`config.mk`:
```
export PLATFORM = sky130hd
export DESIGN_NAME = last_note_priority_stack
export DESIGN_NICKNAME = d
export VERILOG_FILES = /design/src/rtl/lnps_pkg.sv /design/src/rtl/last_note_priority_stack.sv /design/src/rtl/lnps_ctrl.sv /design/src/rtl/lnps_dp.sv
export SDC_FILE = /design/constraint.sdc
export NUM_CORES = 1
export LEC_CHECK = 0
export ABC_AREA = 1
export BUFFER_PORTS_ARGS = -buffer_cell sky130_fd_sc_hd__buf_2
export CAP_MARGIN = 20
export CORE_ASPECT_RATIO = 0.6
export CORE_UTILIZATION = 57
export CTS_CLUSTER_SIZE = 28
export DETAILED_ROUTE_END_ITERATION = 10
export GPL_TIMING_DRIVEN = 1
export HOLD_SLACK_MARGIN = 0.05
export PLACE_DENSITY = 0.78
export SLEW_MARGIN = 20
export SYNTH_ARGS = -nofsm -noshare
export SYNTH_HDL_FRONTEND = slang
export SYNTH_HIERARCHICAL = 1
export SYNTH_SLANG_ARGS = --single-unit
```
`constraint.sdc`:
```
create_clock -name clk -period 4.72 [get_ports clk]
set_clock_uncertainty 0.1 [all_clocks]
set_input_delay 0.944 -clock clk [delete_from_list [all_inputs] [get_ports clk]]
set_output_delay 0.944 -clock clk [all_outputs]
set_load 0.03 [all_outputs]
```
`src/rtl/lnps_pkg.sv`:
```
// ============================================================================
// lnps_pkg
// Shared types and constants for the last-note-priority note stack.
// ============================================================================
package lnps_pkg;

    // Event kinds carried on the input stream
    localparam logic [1:0] FUNC_NOTE_ON  = 2'd0;
    localparam logic [1:0] FUNC_NOTE_OFF = 2'd1;
    localparam logic [1:0] FUNC_ALL_OFF  = 2'd2;

    // Reset values
    localparam logic [6:0] RESET_LOWEST_KEY  = 7'd24;
    localparam logic [6:0] RESET_HIGHEST_KEY = 7'd107;
    localparam logic [6:0] RESET_KEY         = 7'd60;
    localparam logic [6:0] RESET_STRENGTH    = 7'd100;

    // Gate action reported with each result item
    typedef enum logic [1:0] {
        ACT_NONE    = 2'd0,
        ACT_RETRIG  = 2'd1,
        ACT_LEGATO  = 2'd2,
        ACT_RELEASE = 2'd3
    } action_t;

    // Stack read address select
    typedef enum logic [1:0] {
        RD_IDX  = 2'd0,
        RD_NEXT = 2'd1,
        RD_TOP  = 2'd2
    } rd_sel_t;

    // Controller to datapath commands
    typedef struct packed {
        logic    load;
        logic    set_strength;
        logic    clear_total;
        logic    idx_inc;
        logic    shift_wr;
        logic    dec_total;
        logic    push;
        logic    key_from_rd;
        logic    emit;
        rd_sel_t rd_sel;
        action_t action;
    } lnps_cmd_t;

    // Datapath to controller status
    typedef struct packed {
        logic [1:0] func;
        logic       in_range;
        logic       idx_lt_total;
        logic       next_lt_total;
        logic       match;
        logic       total_zero;
        logic       total_full;
        logic       out_free;
    } lnps_status_t;

endpackage

```
`src/rtl/last_note_priority_stack.sv`:
```
// ============================================================================
// last_note_priority_stack
// Monophonic last-note-priority note stack with key range registers.
// ============================================================================
//
//  channel   dir  handshake               payload
//  s_*       in   s_tvalid / s_tready      func, note, velocity
//  m_*       out  m_tvalid / m_tready      action, sounding_note,
//                                          sounding_velocity, held_count
//  APB       in   psel & penable & pwrite  lowest_key (0x0), highest_key (0x4)
//
//  One item at a time. The single read port of the stack memory sets the
//  pace: the search reads and then compares each entry in turn, removal
//  reads and then writes back each entry that it moves, and together these
//  visit each entry once; an item that needs no search skips both.
//  rst_n resets the count, key range and current note; the stack needs no
//  clearing. The next item is taken while a result waits in the output
//  register; a stalled output holds the sequencer only at its last step.
//
module last_note_priority_stack #(
    parameter int STACK_DEPTH = 16
) (
    input  logic        clk,
    input  logic        rst_n,
    // slave stream
    input  logic        s_tvalid,
    output logic        s_tready,
    input  logic [15:0] s_tdata,   // [1:0] func, [8:2] note, [15:9] velocity
    // master stream
    output logic        m_tvalid,
    input  logic        m_tready,
    output logic [23:0] m_tdata,   // [1:0] action, [8:2] sounding_note,
                                   // [15:9] sounding_velocity, [20:16] held_count
    // configuration
    input  logic        psel,
    input  logic        penable,
    input  logic        pwrite,
    input  logic [2:0]  paddr,
    input  logic [31:0] pwdata,
    output logic [31:0] prdata,
    output logic        pready
);
    import lnps_pkg::*;

    logic [6:0]   lowest_key_reg;
    logic [6:0]   highest_key_reg;
    logic         cfg_wr;
    lnps_cmd_t    cmd;
    lnps_status_t status;

    // Register file: bit 2 of the address picks the register
    assign pready = 1'b1;
    assign cfg_wr = psel && penable && pwrite;

    always_ff @(posedge clk or negedge rst_n)
    begin
        if (!rst_n)
        begin
            lowest_key_reg  <= RESET_LOWEST_KEY;
            highest_key_reg <= RESET_HIGHEST_KEY;
        end
        else if (cfg_wr)
        begin
            if (paddr[2])
                highest_key_reg <= pwdata[6:0];
            else
                lowest_key_reg <= pwdata[6:0];
        end
    end

    assign prdata = paddr[2] ? {25'd0, highest_key_reg} : {25'd0, lowest_key_reg};

    lnps_ctrl u_ctrl (
        .clk      (clk),
        .rst_n    (rst_n),
        .s_tvalid (s_tvalid),
        .s_tready (s_tready),
        .status   (status),
        .cmd      (cmd)
    );

    lnps_dp #(
        .STACK_DEPTH (STACK_DEPTH)
    ) u_dp (
        .clk         (clk),
        .rst_n       (rst_n),
        .s_tdata     (s_tdata),
        .lowest_key  (lowest_key_reg),
        .highest_key (highest_key_reg),
        .cmd         (cmd),
        .status      (status),
        .m_tvalid    (m_tvalid),
        .m_tready    (m_tready),
        .m_tdata     (m_tdata)
    );

endmodule

```
`src/rtl/lnps_ctrl.sv`:
```
// ============================================================================
// lnps_ctrl
// Sequencer for one event: decode, linear search, shift-down removal,
// push or top-of-stack read, then hand the result to the output register.
// ============================================================================
module lnps_ctrl (
    input  logic                  clk,
    input  logic                  rst_n,
    input  logic                  s_tvalid,
    output logic                  s_tready,
    input  lnps_pkg::lnps_status_t status,
    output lnps_pkg::lnps_cmd_t    cmd
);
    import lnps_pkg::*;

    typedef enum logic [8:0] {
        ST_IDLE       = 9'b000000001,
        ST_DECODE     = 9'b000000010,
        ST_SEARCH_RD  = 9'b000000100,
        ST_SEARCH_CMP = 9'b000001000,
        ST_SHIFT_RD   = 9'b000010000,
        ST_SHIFT_WR   = 9'b000100000,
        ST_PLACE      = 9'b001000000,
        ST_TOP_WAIT   = 9'b010000000,
        ST_FINISH     = 9'b100000000
    } state_t;

    state_t  state_reg, state_next;
    action_t act_reg, act_next;

    assign s_tready = (state_reg == ST_IDLE);

    // Next state and command decode
    always_comb
    begin
        state_next = state_reg;
        act_next   = act_reg;
        cmd        = '0;
        cmd.rd_sel = RD_IDX;
        cmd.action = act_reg;
        unique case (state_reg)
            ST_IDLE:
            begin
                if (s_tvalid)
                begin
                    cmd.load   = 1'b1;
                    state_next = ST_DECODE;
                end
            end
            ST_DECODE:
            begin
                act_next   = ACT_NONE;
                state_next = ST_FINISH;
                if (status.func == FUNC_NOTE_ON)
                begin
                    if (status.in_range)
                    begin
                        cmd.set_strength = 1'b1;
                        state_next       = ST_SEARCH_RD;
                    end
                end
                else if (status.func == FUNC_NOTE_OFF)
                begin
                    if (!status.total_zero)
                        state_next = ST_SEARCH_RD;
                end
                else if (status.func == FUNC_ALL_OFF)
                begin
                    cmd.clear_total = 1'b1;
                    act_next        = ACT_RELEASE;
                end
            end
            ST_SEARCH_RD:
            begin
                cmd.rd_sel = RD_IDX;
                if (status.idx_lt_total)
                    state_next = ST_SEARCH_CMP;
                else
                    state_next = ST_PLACE;
            end
            ST_SEARCH_CMP:
            begin
                if (status.match)
                    state_next = ST_SHIFT_RD;
                else
                begin
                    cmd.idx_inc = 1'b1;
                    state_next  = ST_SEARCH_RD;
                end
            end
            ST_SHIFT_RD:
            begin
                cmd.rd_sel = RD_NEXT;
                if (status.next_lt_total)
                    state_next = ST_SHIFT_WR;
                else
                begin
                    cmd.dec_total = 1'b1;
                    state_next    = ST_PLACE;
                end
            end
            ST_SHIFT_WR:
            begin
                cmd.shift_wr = 1'b1;
                state_next   = ST_SHIFT_RD;
            end
            ST_PLACE:
            begin
                cmd.rd_sel = RD_TOP;
                if (status.func == FUNC_NOTE_ON)
                begin
                    act_next = ACT_RETRIG;
                    if (!status.total_full)
                    begin
                        cmd.push   = 1'b1;
                        state_next = ST_FINISH;
                    end
                    else
                        state_next = ST_TOP_WAIT;
                end
                else if (status.total_zero)
                begin
                    act_next   = ACT_RELEASE;
                    state_next = ST_FINISH;
                end
                else
                begin
                    act_next   = ACT_LEGATO;
                    state_next = ST_TOP_WAIT;
                end
            end
            ST_TOP_WAIT:
            begin
                cmd.key_from_rd = 1'b1;
                state_next      = ST_FINISH;
            end
            ST_FINISH:
            begin
                if (status.out_free)
                begin
                    cmd.emit   = 1'b1;
                    state_next = ST_IDLE;
                end
            end
            default:
            begin
                state_next = ST_IDLE;
            end
        endcase
    end

    // State registers
    always_ff @(posedge clk or negedge rst_n)
    begin
        if (!rst_n)
        begin
            state_reg <= ST_IDLE;
            act_reg   <= ACT_NONE;
        end
        else
        begin
            state_reg <= state_next;
            act_reg   <= act_next;
        end
    end

endmodule

```
`src/rtl/lnps_dp.sv`:
```
// ============================================================================
// lnps_dp
// Datapath: stack memory, count and index registers, current note and
// velocity, and the output register.
// ============================================================================
module lnps_dp #(
    parameter int STACK_DEPTH = 16
) (
    input  logic                  clk,
    input  logic                  rst_n,
    input  logic [15:0]           s_tdata,
    input  logic [6:0]            lowest_key,
    input  logic [6:0]            highest_key,
    input  lnps_pkg::lnps_cmd_t    cmd,
    output lnps_pkg::lnps_status_t status,
    output logic                  m_tvalid,
    input  logic                  m_tready,
    output logic [23:0]           m_tdata
);
    import lnps_pkg::*;

    localparam int CW = $clog2(STACK_DEPTH + 1);
    localparam int AW = (STACK_DEPTH > 1) ? $clog2(STACK_DEPTH) : 1;

    logic [6:0]    mem [STACK_DEPTH];
    logic [6:0]    rdata_reg;
    logic [AW-1:0] raddr;
    logic [1:0]    func_reg;
    logic [6:0]    note_reg;
    logic [6:0]    vel_reg;
    logic [CW-1:0] idx_reg;
    logic [CW-1:0] total_reg;
    logic [6:0]    key_reg;
    logic [6:0]    strength_reg;
    logic [CW:0]   idx_plus;
    logic [CW-1:0] top_idx;
    logic          out_valid_reg;
    logic [20:0]   out_reg;

    assign idx_plus = {1'b0, idx_reg} + {{CW{1'b0}}, 1'b1};
    assign top_idx  = total_reg - {{(CW-1){1'b0}}, 1'b1};

    // Read address select
    always_comb
    begin
        case (cmd.rd_sel)
            RD_IDX:  raddr = idx_reg[AW-1:0];
            RD_NEXT: raddr = idx_plus[AW-1:0];
            RD_TOP:  raddr = top_idx[AW-1:0];
            default: raddr = idx_reg[AW-1:0];
        endcase
    end

    // Stack memory: one write port, one registered read port
    always_ff @(posedge clk)
    begin
        if (cmd.shift_wr)
            mem[idx_reg[AW-1:0]] <= rdata_reg;
        else if (cmd.push)
            mem[total_reg[AW-1:0]] <= note_reg;
        rdata_reg <= mem[raddr];
    end

    // Latched event fields
    always_ff @(posedge clk)
    begin
        if (cmd.load)
        begin
            func_reg <= s_tdata[1:0];
            note_reg <= s_tdata[8:2];
            vel_reg  <= s_tdata[15:9];
        end
    end

    // Search index, count and current note state
    always_ff @(posedge clk or negedge rst_n)
    begin
        if (!rst_n)
        begin
            idx_reg      <= '0;
            total_reg    <= '0;
            key_reg      <= RESET_KEY;
            strength_reg <= RESET_STRENGTH;
        end
        else
        begin
            if (cmd.load)
                idx_reg <= '0;
            else if (cmd.idx_inc || cmd.shift_wr)
                idx_reg <= idx_plus[CW-1:0];

            if (cmd.clear_total)
                total_reg <= '0;
            else if (cmd.dec_total)
                total_reg <= top_idx;
            else if (cmd.push)
                total_reg <= total_reg + {{(CW-1){1'b0}}, 1'b1};

            if (cmd.push)
                key_reg <= note_reg;
            else if (cmd.key_from_rd)
                key_reg <= rdata_reg;

            if (cmd.set_strength)
                strength_reg <= vel_reg;
        end
    end

    // Output register
    always_ff @(posedge clk or negedge rst_n)
    begin
        if (!rst_n)
            out_valid_reg <= 1'b0;
        else if (cmd.emit)
            out_valid_reg <= 1'b1;
        else if (m_tready)
            out_valid_reg <= 1'b0;
    end

    always_ff @(posedge clk)
    begin
        if (cmd.emit)
            out_reg <= {5'(total_reg), strength_reg, key_reg, cmd.action};
    end

    assign m_tvalid = out_valid_reg;
    assign m_tdata  = {3'b000, out_reg};

    // Status back to the controller
    assign status.func          = func_reg;
    assign status.in_range      = (note_reg >= lowest_key) && (note_reg <= highest_key);
    assign status.idx_lt_total  = (idx_reg < total_reg);
    assign status.next_lt_total = (idx_plus < {1'b0, total_reg});
    assign status.match         = (rdata_reg == note_reg);
    assign status.total_zero    = (total_reg == '0);
    assign status.total_full    = (total_reg == CW'(STACK_DEPTH));
    assign status.out_free      = !out_valid_reg || m_tready;

endmodule
```
After elaboration in Yosys (flattened, before gate mapping)
Memories as Yosys holds them, arrays and structs flattened. A register that Yosys moved wholly into a read port is not among the register bits.
Cells that the tools add are included.
{"block": "totals", "ramBits": 112, "elab_cells": 114, "latch_bits": 0, "register_bits": 87, "n_memories": 1, "rom_bits": 0}
{"memory": "u_dp.mem", "depth": 16, "word_bits": 7, "rd": 1, "rd_ports_with_merged_regs": 1, "wr": 1, "line_no": "lnps_dp.sv:25", "text": "logic [6:0] mem [STACK_DEPTH];"}
{"block": "op_classes", "mux": 58, "reduce_logical": 17, "mul": 0, "add_sub_neg": 3, "n_eq_ne": 17, "order_cmp": 4, "shifts": 0, "div_mod_pow": 0, "bitwise_logic": 1}
{"operator": "$mux 9", "n": 9}
{"operator": "$pmux 9 s9", "n": 1}
{"operator": "$mux 7", "n": 6}
{"operator": "$mux 5", "n": 6}
{"operator": "$mux 1", "n": 27}
{"operator": "$mux 2", "n": 5}
{"operator": "$eq 9x1->1 const B", "n": 1}
{"operator": "$eq 9x2->1 const B", "n": 1}
{"operator": "$eq 9x3->1 const B", "n": 1}
{"operator": "$eq 9x4->1 const B", "n": 1}
{"operator": "$eq 9x5->1 const B", "n": 1}
{"operator": "$eq 9x6->1 const B", "n": 1}
{"operator": "$eq 9x7->1 const B", "n": 1}
{"operator": "$eq 9x8->1 const B", "n": 1}
{"operator": "$eq 9x9->1 const B", "n": 1}
{"operator": "$pmux 2 s2", "n": 2}
{"operator": "$pmux 4 s2", "n": 1}
{"operator": "$reduce_bool 2->1", "n": 4}
{"operator": "$eq 7x7->1", "n": 1}
{"operator": "$ge 7x7->1", "n": 1}
{"operator": "$le 7x7->1", "n": 1}
{"operator": "$reduce_or 7->1", "n": 1}
{"operator": "$add 5x1->6 const B", "n": 1}
{"operator": "$lt 6x5->1", "n": 1}
{"operator": "other kinds (16)", "n": 24}

Depth between registers and ports, before layout
Gate-level depths: netlist of run 1.
{"block": "logic_depth", "word_depth": 9, "depth_mapped": 17, "mapped_depth_nobuf": 17}

Hierarchy
Netlist of run 1, hierarchy kept.
{"mod": "lnps_dp", "instances": 1, "area_each_um2": 8505.7, "cells_per_inst": 790}
{"mod": "last_note_priority_stack", "instances": 1, "area_each_um2": 879.6, "cells_per_inst": 115}
{"mod": "lnps_ctrl", "instances": 1, "area_each_um2": 842.1, "cells_per_inst": 113}

Least setup slack after synthesis of run 1
OpenSTA, ideal clock, no wires.
{"block": "synth_path", "path_type": "reg2reg", "startpoint": "register u_dp.total_reg[0]", "endpoint": "memory u_dp.mem[0][0] (data pin)", "setup_ns": 0.330, "t_required_ns": 4.290, "slack_ns": 1.568, "stages_incl_launch_ff": 11, "arrival_ns": 2.722, "synth_period_minus_slack_ns": 3.152, "path_cell_list": "dfrtp_1 -> inv_2 -> ha_1 -> nand3_1 -> nor2_1 -> nor3_1 -> inv_2 -> or2_4 -> buf_6 -> clkbuf_1 -> o21ai_0"}
{"item": "from (decl)", "line_no": "lnps_dp.sv:32", "text": "logic [CW-1:0] total_reg;"}
{"item": "from (signal assigned)", "line_no": "lnps_dp.sv:95", "text": "total_reg <= top_idx;"}
{"item": "from (signal assigned)", "line_no": "lnps_dp.sv:97", "text": "total_reg <= total_reg + {{(CW-1){1'b0}}, 1'b1};"}
{"item": "to (decl)", "line_no": "lnps_dp.sv:25"}

==> qor.yml, run 1 <==
final_layout:
  nets: 1160
  stdcell_area_um2: 11200
  drive_gt1_share_pct: 17.4
  num_antenna_cells: 0
  fillCellCount: 1354
  post-route-util_pct: 64.4
  largest_reg_flops: 112
  layout_commonest_cell: "nand2_1"
  final_cell_mix: "nand2_1, nand3_1, inv_1, edfxtp_1, buf_2"
  area_growth_pct: 9.37
clock_tree:
  cts_tree: "built"
  cts_buffer_depth: 3
  cts_root_buffer: "clkbuf_16"
  clk_latency_ps: 500
  clkTransAtPathRegs_ps: 60
  cts.sinks: 206
  h-tree-depth: 1
  post-cts-setup-buffer-count: 0
  holdBufCountCts: 0
  cts_buffers: 19
  cts_resized: 0
critical_path:
  worst_path_most_repeated_cell: "nor2_1"
  cpLargestDelayFamily: "simple AND/OR/NAND/NOR gates"
  critical_path_buf_inv_count: 4
  path_cells: "inv_1, ha_1, nand3_1, nor2_1, nor3_1, buf_4, inv_2, or2_4, o21ai_2, clkinv_1, nand2_1, nor2_1"
  critical_path_class: "reg -> reg"
  required_ps: 4740
  path_max_fanout: 22
  cpPeakStageDelay_ps: 650
  end_kind: "flip-flop"
  crit_slowest_cell: "nor2_1"
  arrival_ps: 3690
  worst_setup_path_start_kind: "flip-flop"
place:
  dpl_cell_area_um2: 10600
  io_buffers: 60
  hpwl_um: 15900
  gp_congestion: 0.895
  place_ws_ps: 1220
timing:
  max_slew_margin_pct: 46.5
  worst_slack_ps: 1050
  whs_ps: 346
  tns_ps: 0
  finalCriticalPeriod_ps: 3670
  rsz0062_at_grt: "false"
  setup_violations: 0
  finalHoldViolations: 0
  fin_crit_sh_pct: 77.9
  tightest_slew_ps: 795
  slew_viol_final: 0
  fmax_mhz: 272
detailed_routing:
  drcViolationCount: 0
  wl_per_cell_um: 17.7
  viasPerCell: 5.53
  drt_iter0_drc: 963
  drtPass1Iterations: 6
  vias: 7317
  wl_um: 23500
  ant_nets: 0
floorplanning:
  coreArea_um2: 17400
  fp.dieW_um: 175
  ios: 117
  die_y_um: 106
  row_count: 37
  dieArea_um2: 18500
  start_util_pct: 58.9
grt:
  met3_usage_pct: 7.40
  grtUsageMet1_pct: 39.2
  busiest_layer: "met1"
  met2_usage_pct: 37.4
  grt_max_degree: 57
  antenna_found_initial: 1
  grt-ovfl-total: 0
  grt_pass1_wl_um: 37000
  grtUsageTotal_pct: 26.2
  grt_pass1_vias: 6954
power:
  irDropWorstVdd_v: 0.000257
  p_per_area_nw_per_um2: 530
  leakage_nw: 5.01
synth:
  synthesis.area_um2: 10200
  synth_cells: 1018
  yosys.area.top_type_share_pct: 43.7
  yosysWarnings: 6
  synth_area_leaders: "edfxtp_1, dfrtp_1, nand3_1, nand2_1, inv_1"
  synth_edf_count: 149
  syn_avg_cell_area_um2: 10.0
  postSynth.asyncResetShare_pct: 24.3
  ys.flop_type: "edfxtp_1"
  yosysUniqueCellTypes: 45
  synth-seq-area-share_pct: 57.5
  ys_ff_latch: 206
  synth_top_area_cell: "edfxtp_1"
run_status:
  status: "completed"
job:
  maxCapViolations: 0
hold_path:
  hp-class: "reg -> reg"
path summary, 6_finish.rpt:
| kind | start | depth (start not counted) | slack (ps) | end |
|---|---|---|---|---|
| setup / recovery | u_dp/total_reg[1]$_DFFE_PN0P_ | 12 | 1050 | u_dp/mem[11][2]$_DFFE_PP_ |
| hold / removal | u_dp/strength_reg[3]$_DFFE_PN0P_ | 0 | 350 | u_dp/out_reg[12]$_DFFE_PP_ |
| setup reg to reg | u_dp/total_reg[1]$_DFFE_PN0P_ | 12 | 1050 | u_dp/mem[11][2]$_DFFE_PP_ |
| hold reg to reg | u_dp/strength_reg[3]$_DFFE_PN0P_ | 0 | 350 | u_dp/out_reg[12]$_DFFE_PP_ |
| max in group asynchronous | rst_n | 2 | 3570 | u_dp/m_tvalid$_DFFE_PN0P_ |
| min in group asynchronous | rst_n | 2 | 470 | lowest_key_reg[6]$_DFFE_PN0P_ |
where the power goes:
part / leakage (nW) / switching [mW] / internal, mW / total (mW)
sequential: 2.03 / 0.145 / 2.30 / 2.44
combinational: 2.68 / 1.37 / 0.578 / 1.95
clock: 0.296 / 0.668 / 0.868 / 1.54
total: 5.01 / 2.18 / 3.74 / 5.92
worst reg2reg max path: stages (launching register included):
cell and delay [ps]:
dfrtp_1 440, inv_1 240, ha_1 270, nand3_1 200
nor2_1 200, nor3_1 80, buf_4 160, inv_2 210
or2_4 370, o21ai_2 130, clkinv_1 80, nand2_1 160
nor2_1 650
metal layers:
layer | share of wire [%] | vias to the layer above
li1 | - | 3449
met1 | 45 | 3418
met2 | 41 | 402
met3 | 12 | 46
met4 | 1.7 | 2
met5 | 0.055 | -
cells by family (layout without fill, tap and decap cells):
| group | count (synthesis) | count (layout) | synth area share (%) |
|---|---|---|---|
| simple gates | 466 | 466 | 22.8 |
| buf+inv | 235 | 279 | 10.8 |
| flops | 206 | 206 | 57.5 |
| compound gates | 65 | 65 | 3.91 |
| fa+ha+maj | 27 | 27 | 3.30 |
| xor+xnor | 9 | 9 | 0.771 |
| mux | 7 | 7 | 0.771 |
| other cells | 3 | 29 | 0.110 |
through the flow:
step | power, mW | cells
5_1_grt | 6.21 | 1322
6_report | 5.92 | 1322
3_3_place_gp | 4.30 | 1287
4_1_cts | 5.89 | 1321
3_5_place_dp | 4.37 | 1287
2_1_floorplan | 3.81 | 1044
synthesized netlist by cell type (5+ instances only):
| cell type | count |
|---|---|
| o21ai_0 | 10 |
| a21oi_1 | 21 |
| nand2_4 | 7 |
| inv_2 | 15 |
| a31oi_1 | 7 |
| nor3_1 | 6 |
| nand3_2 | 7 |
| nand3_1 | 157 |
| nand3b_1 | 29 |
| dfxtp_1 | 7 |
| nor2_4 | 6 |
| edfxtp_1 | 149 |
| mux2_2 | 7 |
| buf_2 | 15 |
| buf_4 | 32 |
| nor2_1 | 47 |
| xnor2_1 | 5 |
| nand4_1 | 11 |
| inv_1 | 154 |
| clkbuf_1 | 6 |
| dfrtp_1 | 35 |
| dfstp_2 | 15 |
| nand2_2 | 7 |
| ha_1 | 27 |
| nand2_1 | 174 |
| o22ai_1 | 14 |
| buf_6 | 11 |
area by class of cell:
type,instances,area (µm²),area share [%]
Sequential cell,206,5880,52.6
Multi-Input combinational cell,603,3350,30.0
Inverter,171,642,5.74
Clock buffer,23,500,4.47
Timing Repair Buffer,74,405,3.62
Tap cell,234,293,2.62
Clock inverter,11,106,0.951
(Power assumes the default switching activity.)
==> inputs of run 2 (changes only) <==
- clock period: 4.72 -> 3.52 ns (I/O delays scaled with it)
==> qor.yml, run 2 (synthesis gave the netlist of run 1 again) <==
floorplanning:
  coreArea_um2: 17400  # unchanged
  dieArea_um2: 18500  # unchanged
  die_y_um: 106  # unchanged
  fp.dieW_um: 175  # unchanged
  row_count: 37  # unchanged
  ios: 117  # unchanged
  start_util_pct: 58.9  # unchanged
critical_path:
  end_kind: "flip-flop"  # unchanged
  critical_path_class: "reg -> reg"  # unchanged
  required_ps: 3810  # was 4740 ps
  critPathLaunch: "u_ctrl/state_reg[6]$_DFFE_PN0P_"  # was u_dp/total_reg[1]$_DFFE_PN0P_
  arrival_ps: 3530  # was 3690 ps
  r2r_slack_ps: 290  # was 1050 ps
  reg2reg_from: "u_ctrl/state_reg[6]$_DFFE_PN0P_"  # was u_dp/total_reg[1]$_DFFE_PN0P_
  worst_setup_path_start_kind: "flip-flop"  # unchanged
  path_max_fanout: 34  # was 22
grt:
  grt-ovfl-total: 0  # unchanged
  grt_pass1_vias: 6919  # was 6954
  grtUsageTotal_pct: 26.4  # was 26.2%
  grt_pass1_wl_um: 37500  # was 37000 µm
  grt_max_degree: 57  # unchanged
  antenna_found_initial: 0  # was 1
timing:
  fin_crit_sh_pct: 91.9  # was 77.9%
  slew_viol_final: 0  # unchanged
  rsz0062_at_grt: "false"  # unchanged
  fmax_mhz: 309  # was 272 MHz
  max_slew_margin_pct: 44.7  # was 46.5%
  tns_ps: 0  # unchanged
  finalCriticalPeriod_ps: 3230  # was 3670 ps
  finalHoldViolations: 0  # unchanged
  setup_violations: 0  # unchanged
  tightest_slew_ps: 827  # was 795 ps
place:
  io_buffers: 60  # unchanged
  hpwl_um: 16400  # was 15900 µm
  dpl_cell_area_um2: 10800  # was 10600 µm²
  gp_congestion: 0.864  # was 0.895
  dp_cells: 1307  # was 1287
final_layout:
  layout_commonest_cell: "nand2_1"  # unchanged
  num_antenna_cells: 0  # unchanged
  final_cell_mix: "nand2_1, nand3_1, inv_1, edfxtp_1, buf_2"  # unchanged
  post-route-util_pct: 66.0  # was 64.4%
  stdcell_area_um2: 11500  # was 11200 µm²
  drive_gt1_share_pct: 19.2  # was 17.4%
  nets: 1180  # was 1160
  largest_reg_flops: 112  # unchanged
  final_cells: 1343  # was 1322
  area_growth_pct: 12.1  # was 9.37%
clock_tree:
  cts.sinks: 206  # unchanged
  cts_root_buffer: "clkbuf_16"  # unchanged
  post-cts-setup-buffer-count: 0  # unchanged
  clkTransAtPathRegs_ps: 60  # about the same
  cts_tree: "built"  # unchanged
  cts_buffer_depth: 3  # unchanged
  cts_buffers: 20  # was 19
  cts_resized: 0  # unchanged
  h-tree-depth: 1  # unchanged
  clk_latency_ps: 500  # about the same
  holdBufCountCts: 0  # unchanged
detailed_routing:
  drtPass1Iterations: 5  # was 6
  vias: 7518  # was 7317
  ant_nets: 0  # unchanged
  drt_iter0_drc: 790  # was 963
  wl_per_cell_um: 17.6  # was 17.7 µm
  drcViolationCount: 0  # unchanged
  viasPerCell: 5.60  # was 5.53
  wl_um: 23600  # was 23500 µm
job:
  maxCapViolations: 0  # unchanged
power:
  total_power_mw: 8.29  # was 5.92 mW
  leakage_nw: 5.18  # was 5.01 nW
  irDropWorstVdd_v: 0.000327  # was 0.000257 V
  p_per_area_nw_per_um2: 724  # was 530 nW/µm²
run_status:
  status: "completed"  # unchanged
hold_path:
  hp-class: "in -> async"  # was reg -> reg
[run 2: cell types whose count changed in the layout (fill, tap and decap cells not counted), sizes merged]
cell      change
buf          +19
clkbuf        +1
bufinv        +2
clkinvlp      -1
[run 2: worst max-delay path, cell delays in order, from the launching register on]
cell	delay (ps)
dfrtp_1	410
nor2_2	180
inv_2	110
nor2_4	170
nand4_2	190
inv_1	140
inv_1	50
ha_1	350
inv_1	200
nand3_2	150
nand2_2	290
buf_12	250
nand2_1	70
nand3_1	80
nand3_1	160
nand3_1	140
nand2_1	60
[run 2: worst paths after layout]
check                                            endpoint  cells after the start
min reg2reg                     u_dp/out_reg[9]$_DFFE_PP_                      0
min in group clk               u_dp/note_reg[5]$_DFFE_PP_                      1
max reg2reg                     u_dp/rdata_reg[2]$_DFF_P_                     16
max                             u_dp/rdata_reg[2]$_DFF_P_                     16
max in group asynchronous  highest_key_reg[1]$_DFFE_PN1P_                      2
min                         u_dp/total_reg[3]$_DFFE_PN0P_                      1
[run 2: per-stage QoR]
step / hold WS (ps) / setup slack (ps)
6_report: 136 / 286
5_1_grt: 176 / 125
4_1_cts: 142 / 349
3_5_place_dp: 330 / 367
3_3_place_gp: 327 / 458
2_1_floorplan: 308 / 368
[run 2: layer usage]
layer	part of all wire [%]	GRT usage [%]	routed length, µm	vias to the layer above
li1	-	-	-	3493
met1	46	42.5	10800	3588
met2	42	37.3	9920	407
met3	11	4.65	2600	30
met4	1.3	4.60	309	0
met5	0	0	0	-
[run 2: power breakdown]
group | total, mW | internal (mW) | switching, mW
combinational | 2.71 | 0.842 | 1.87
clock | 2.31 | 1.39 | 0.915
sequential | 3.28 | 3.08 | 0.199
total | 8.29 | 5.31 | 2.98
[run 2: layout make-up]
| cell class | count | area [µm²] |
|---|---|---|
| timing repair buffer | 93 | 586 |
| inverter | 171 | 642 |
| sequential | 206 | 5880 |
| multi-input combinational | 603 | 3350 |
| fill | 1351 | 5900 |
| clock buffer | 24 | 536 |
| tap | 234 | 293 |
| clock inverter | 12 | 178 |
==> inputs of run 3 (changes only) <==
- CORE_MARGIN: default -> 2
- GPL_TIMING_DRIVEN: 1 -> 0
==> qor.yml, run 3 (synthesis gave the netlist of run 1 again) <==
run_status:
  status: "completed"  # unchanged
detailed_routing:
  viasPerCell: 5.58  # was 5.60
  wl_per_cell_um: 19.0  # was 17.6 µm
  ant_nets: 0  # unchanged
  drt_iter0_drc: 886  # was 790
  wl_um: 26300  # was 23600 µm
  drcViolationCount: 0  # unchanged
  drtPass1Iterations: 6  # was 5
  vias: 7724  # was 7518
critical_path:
  critPathLaunch: "u_dp/total_reg[0]$_DFFE_PN0P_"  # was u_ctrl/state_reg[6]$_DFFE_PN0P_
  critical_path_class: "reg -> reg"  # unchanged
  worst_r2r_path_depth: 13  # was 16
  r2r_slack_ps: 50  # was 290 ps
  end_kind: "flip-flop"  # unchanged
  reg2reg_to: "u_dp/mem[11][3]$_DFFE_PP_"  # was u_dp/rdata_reg[2]$_DFF_P_
  worst_setup_path_start_kind: "flip-flop"  # unchanged
  reg2reg_from: "u_dp/total_reg[0]$_DFFE_PN0P_"  # was u_ctrl/state_reg[6]$_DFFE_PN0P_
  path_max_fanout: 10  # was 34
  required_ps: 3550  # was 3810 ps
  arrival_ps: 3500  # was 3530 ps
place:
  io_buffers: 59  # was 60
  hpwl_um: 19200  # was 16400 µm
  dp_cells: 1343  # was 1307
  gp_congestion: 0.988  # was 0.864
clock_tree:
  cts_buffer_depth: 3  # unchanged
  clkTransAtPathRegs_ps: 70  # was 60 ps
  h-tree-depth: 1  # unchanged
  cts.sinks: 206  # unchanged
  cts_root_buffer: "clkbuf_16"  # unchanged
  cts_buffers: 20  # unchanged
  cts_tree: "built"  # unchanged
  clk_latency_ps: 490  # was 500 ps
power:
  p_int_mw: 5.53  # was 5.31 mW
  total_power_mw: 8.78  # was 8.29 mW
  clockPowerShare_pct: 27.1  # was 27.8%
  irDropWorstVdd_v: 0.000430  # was 0.000327 V
  p_sw_mw: 3.25  # was 2.98 mW
  comb_power_share_pct: 35.6  # was 32.7%
  p_per_area_nw_per_um2: 734  # was 724 nW/µm²
  seq_power_share_pct: 37.3  # was 39.5%
  leakage_nw: 5.41  # was 5.18 nW
  switching_share_pct: 37.0  # was 36.0%
timing:
  fmax_mhz: 288  # was 309 MHz
  setup_violations: 0  # unchanged
  finalCriticalPeriod_ps: 3470  # was 3230 ps
  finalHoldViolations: 0  # unchanged
  slew_viol_final: 0  # unchanged
  tightest_slew_ps: 1090  # was 827 ps
  rsz0062_at_grt: "true"  # was false
  fin_crit_sh_pct: 98.6  # was 91.9%
  max_slew_margin_pct: 27.3  # was 44.7%
final_layout:
  post-route-util_pct: 68.9  # was 66.0%
  final_cells: 1383  # was 1343
  fillCellCount: 1289  # was 1351
  layout_commonest_cell: "nand2_1"  # unchanged
  drive_gt1_share_pct: 23.2  # was 19.2%
  largest_reg_flops: 112  # unchanged
  nets: 1220  # was 1180
  final_cell_mix: "nand2_1, nand3_1, inv_1, edfxtp_1, buf_2"  # unchanged
  num_antenna_cells: 0  # unchanged
  area_growth_pct: 17.0  # was 12.1%
floorplanning:
  coreArea_um2: 17400  # unchanged
  start_util_pct: 58.9  # unchanged
  die_y_um: 108  # was 106 µm
  ios: 117  # unchanged
  row_count: 37  # unchanged
  fp.dieW_um: 177  # was 175 µm
  dieArea_um2: 19100  # was 18500 µm²
grt:
  grt_max_degree: 51  # was 57
  antenna_found_initial: 0  # unchanged
  grtUsageTotal_pct: 28.1  # was 26.4%
  grt_pass1_wl_um: 39800  # was 37500 µm
  grt_pass1_vias: 6971  # was 6919
  grt-ovfl-total: 0  # unchanged
job:
  maxCapViolations: 0  # unchanged
hold_path:
  hp-class: "in -> async"  # unchanged
## run 3: cell type report
cell class	count	area, µm²	area share, %
repair buffers	69	449	3.76
inverters	171	642	5.37
multi-input cells	603	3500	29.2
clock buffers	28	594	4.97
well taps	234	293	2.45
plain buffers	64	463	3.87
flip-flops and latches	206	5880	49.2
clock inverters	8	140	1.17
## run 3: metrics by stage
step / hold slack, ps / instance area, µm² / setup TNS [ps] / setup slack [ps]
after floorplan: 308 / 10300 / 0 / 368
after global placement: 328 / 10900 / -88650 / -1400
after detailed placement: 331 / 11000 / -28210 / -254
after CTS: 161 / 11800 / 0 / 52.7
after global routing: 179 / 12000 / -1510 / -101
final: 140 / 12000 / 0 / 48.1
## run 3: power by group through the flow
stage / Sequential [mW] / Clock, mW / Combinational, mW
finish: 3.27 / 2.38 / 3.13
global placement: 3.32 / 0 / 2.67
floorplan: 3.30 / 0 / 1.80
CTS: 3.26 / 2.39 / 2.89
detailed placement: 3.31 / 0 / 2.83
global route: 3.29 / 2.49 / 3.35
## run 3: critical path, cell delays in order, from the launching register on
cell,delay [ps]
dfrtp_1,530
inv_2,140
ha_1,260
nand3_1,150
nor2_1,110
nor3_4,340
inv_2,140
or2_4,280
buf_6,160
nand2_1,70
o21ai_2,70
clkinv_1,80
nand2_1,190
nor2_2,470
## run 3: worst max-delay path by stage
stage	end	slack, ps	cells past startpoint
after global placement	u_dp/mem[11][0]$_DFFE_PP_	-1400	10
after floorplan	u_dp/mem[0][0]$_DFFE_PP_	370	10
after global routing	u_dp/mem[11][3]$_DFFE_PP_	-100	13
after detailed placement	u_dp/mem[4][0]$_DFFE_PP_	-250	11
after CTS	u_dp/mem[14][4]$_DFFE_PP_	50	13
final	u_dp/mem[11][3]$_DFFE_PP_	50	13
## run 3: what timing repair did
action / in CTS / in global routing
gates resized for setup: 16 / 15
pin swaps: 0 / 4
buffers inserted: 0 / 4
hold buffers: 0 / 0
setup endpoints to repair: 170 / 215
## run 3: routing by layer
layer / up-vias / wire length, µm / GRT usage (%)
met3: 46 / 3980 / 11.3
li1: 3574 / - / -
met2: 458 / 10500 / 38.2
met1: 3646 / 11400 / 42.6
met4: 0 / 389 / 4.72
met5: - / 0 / 0
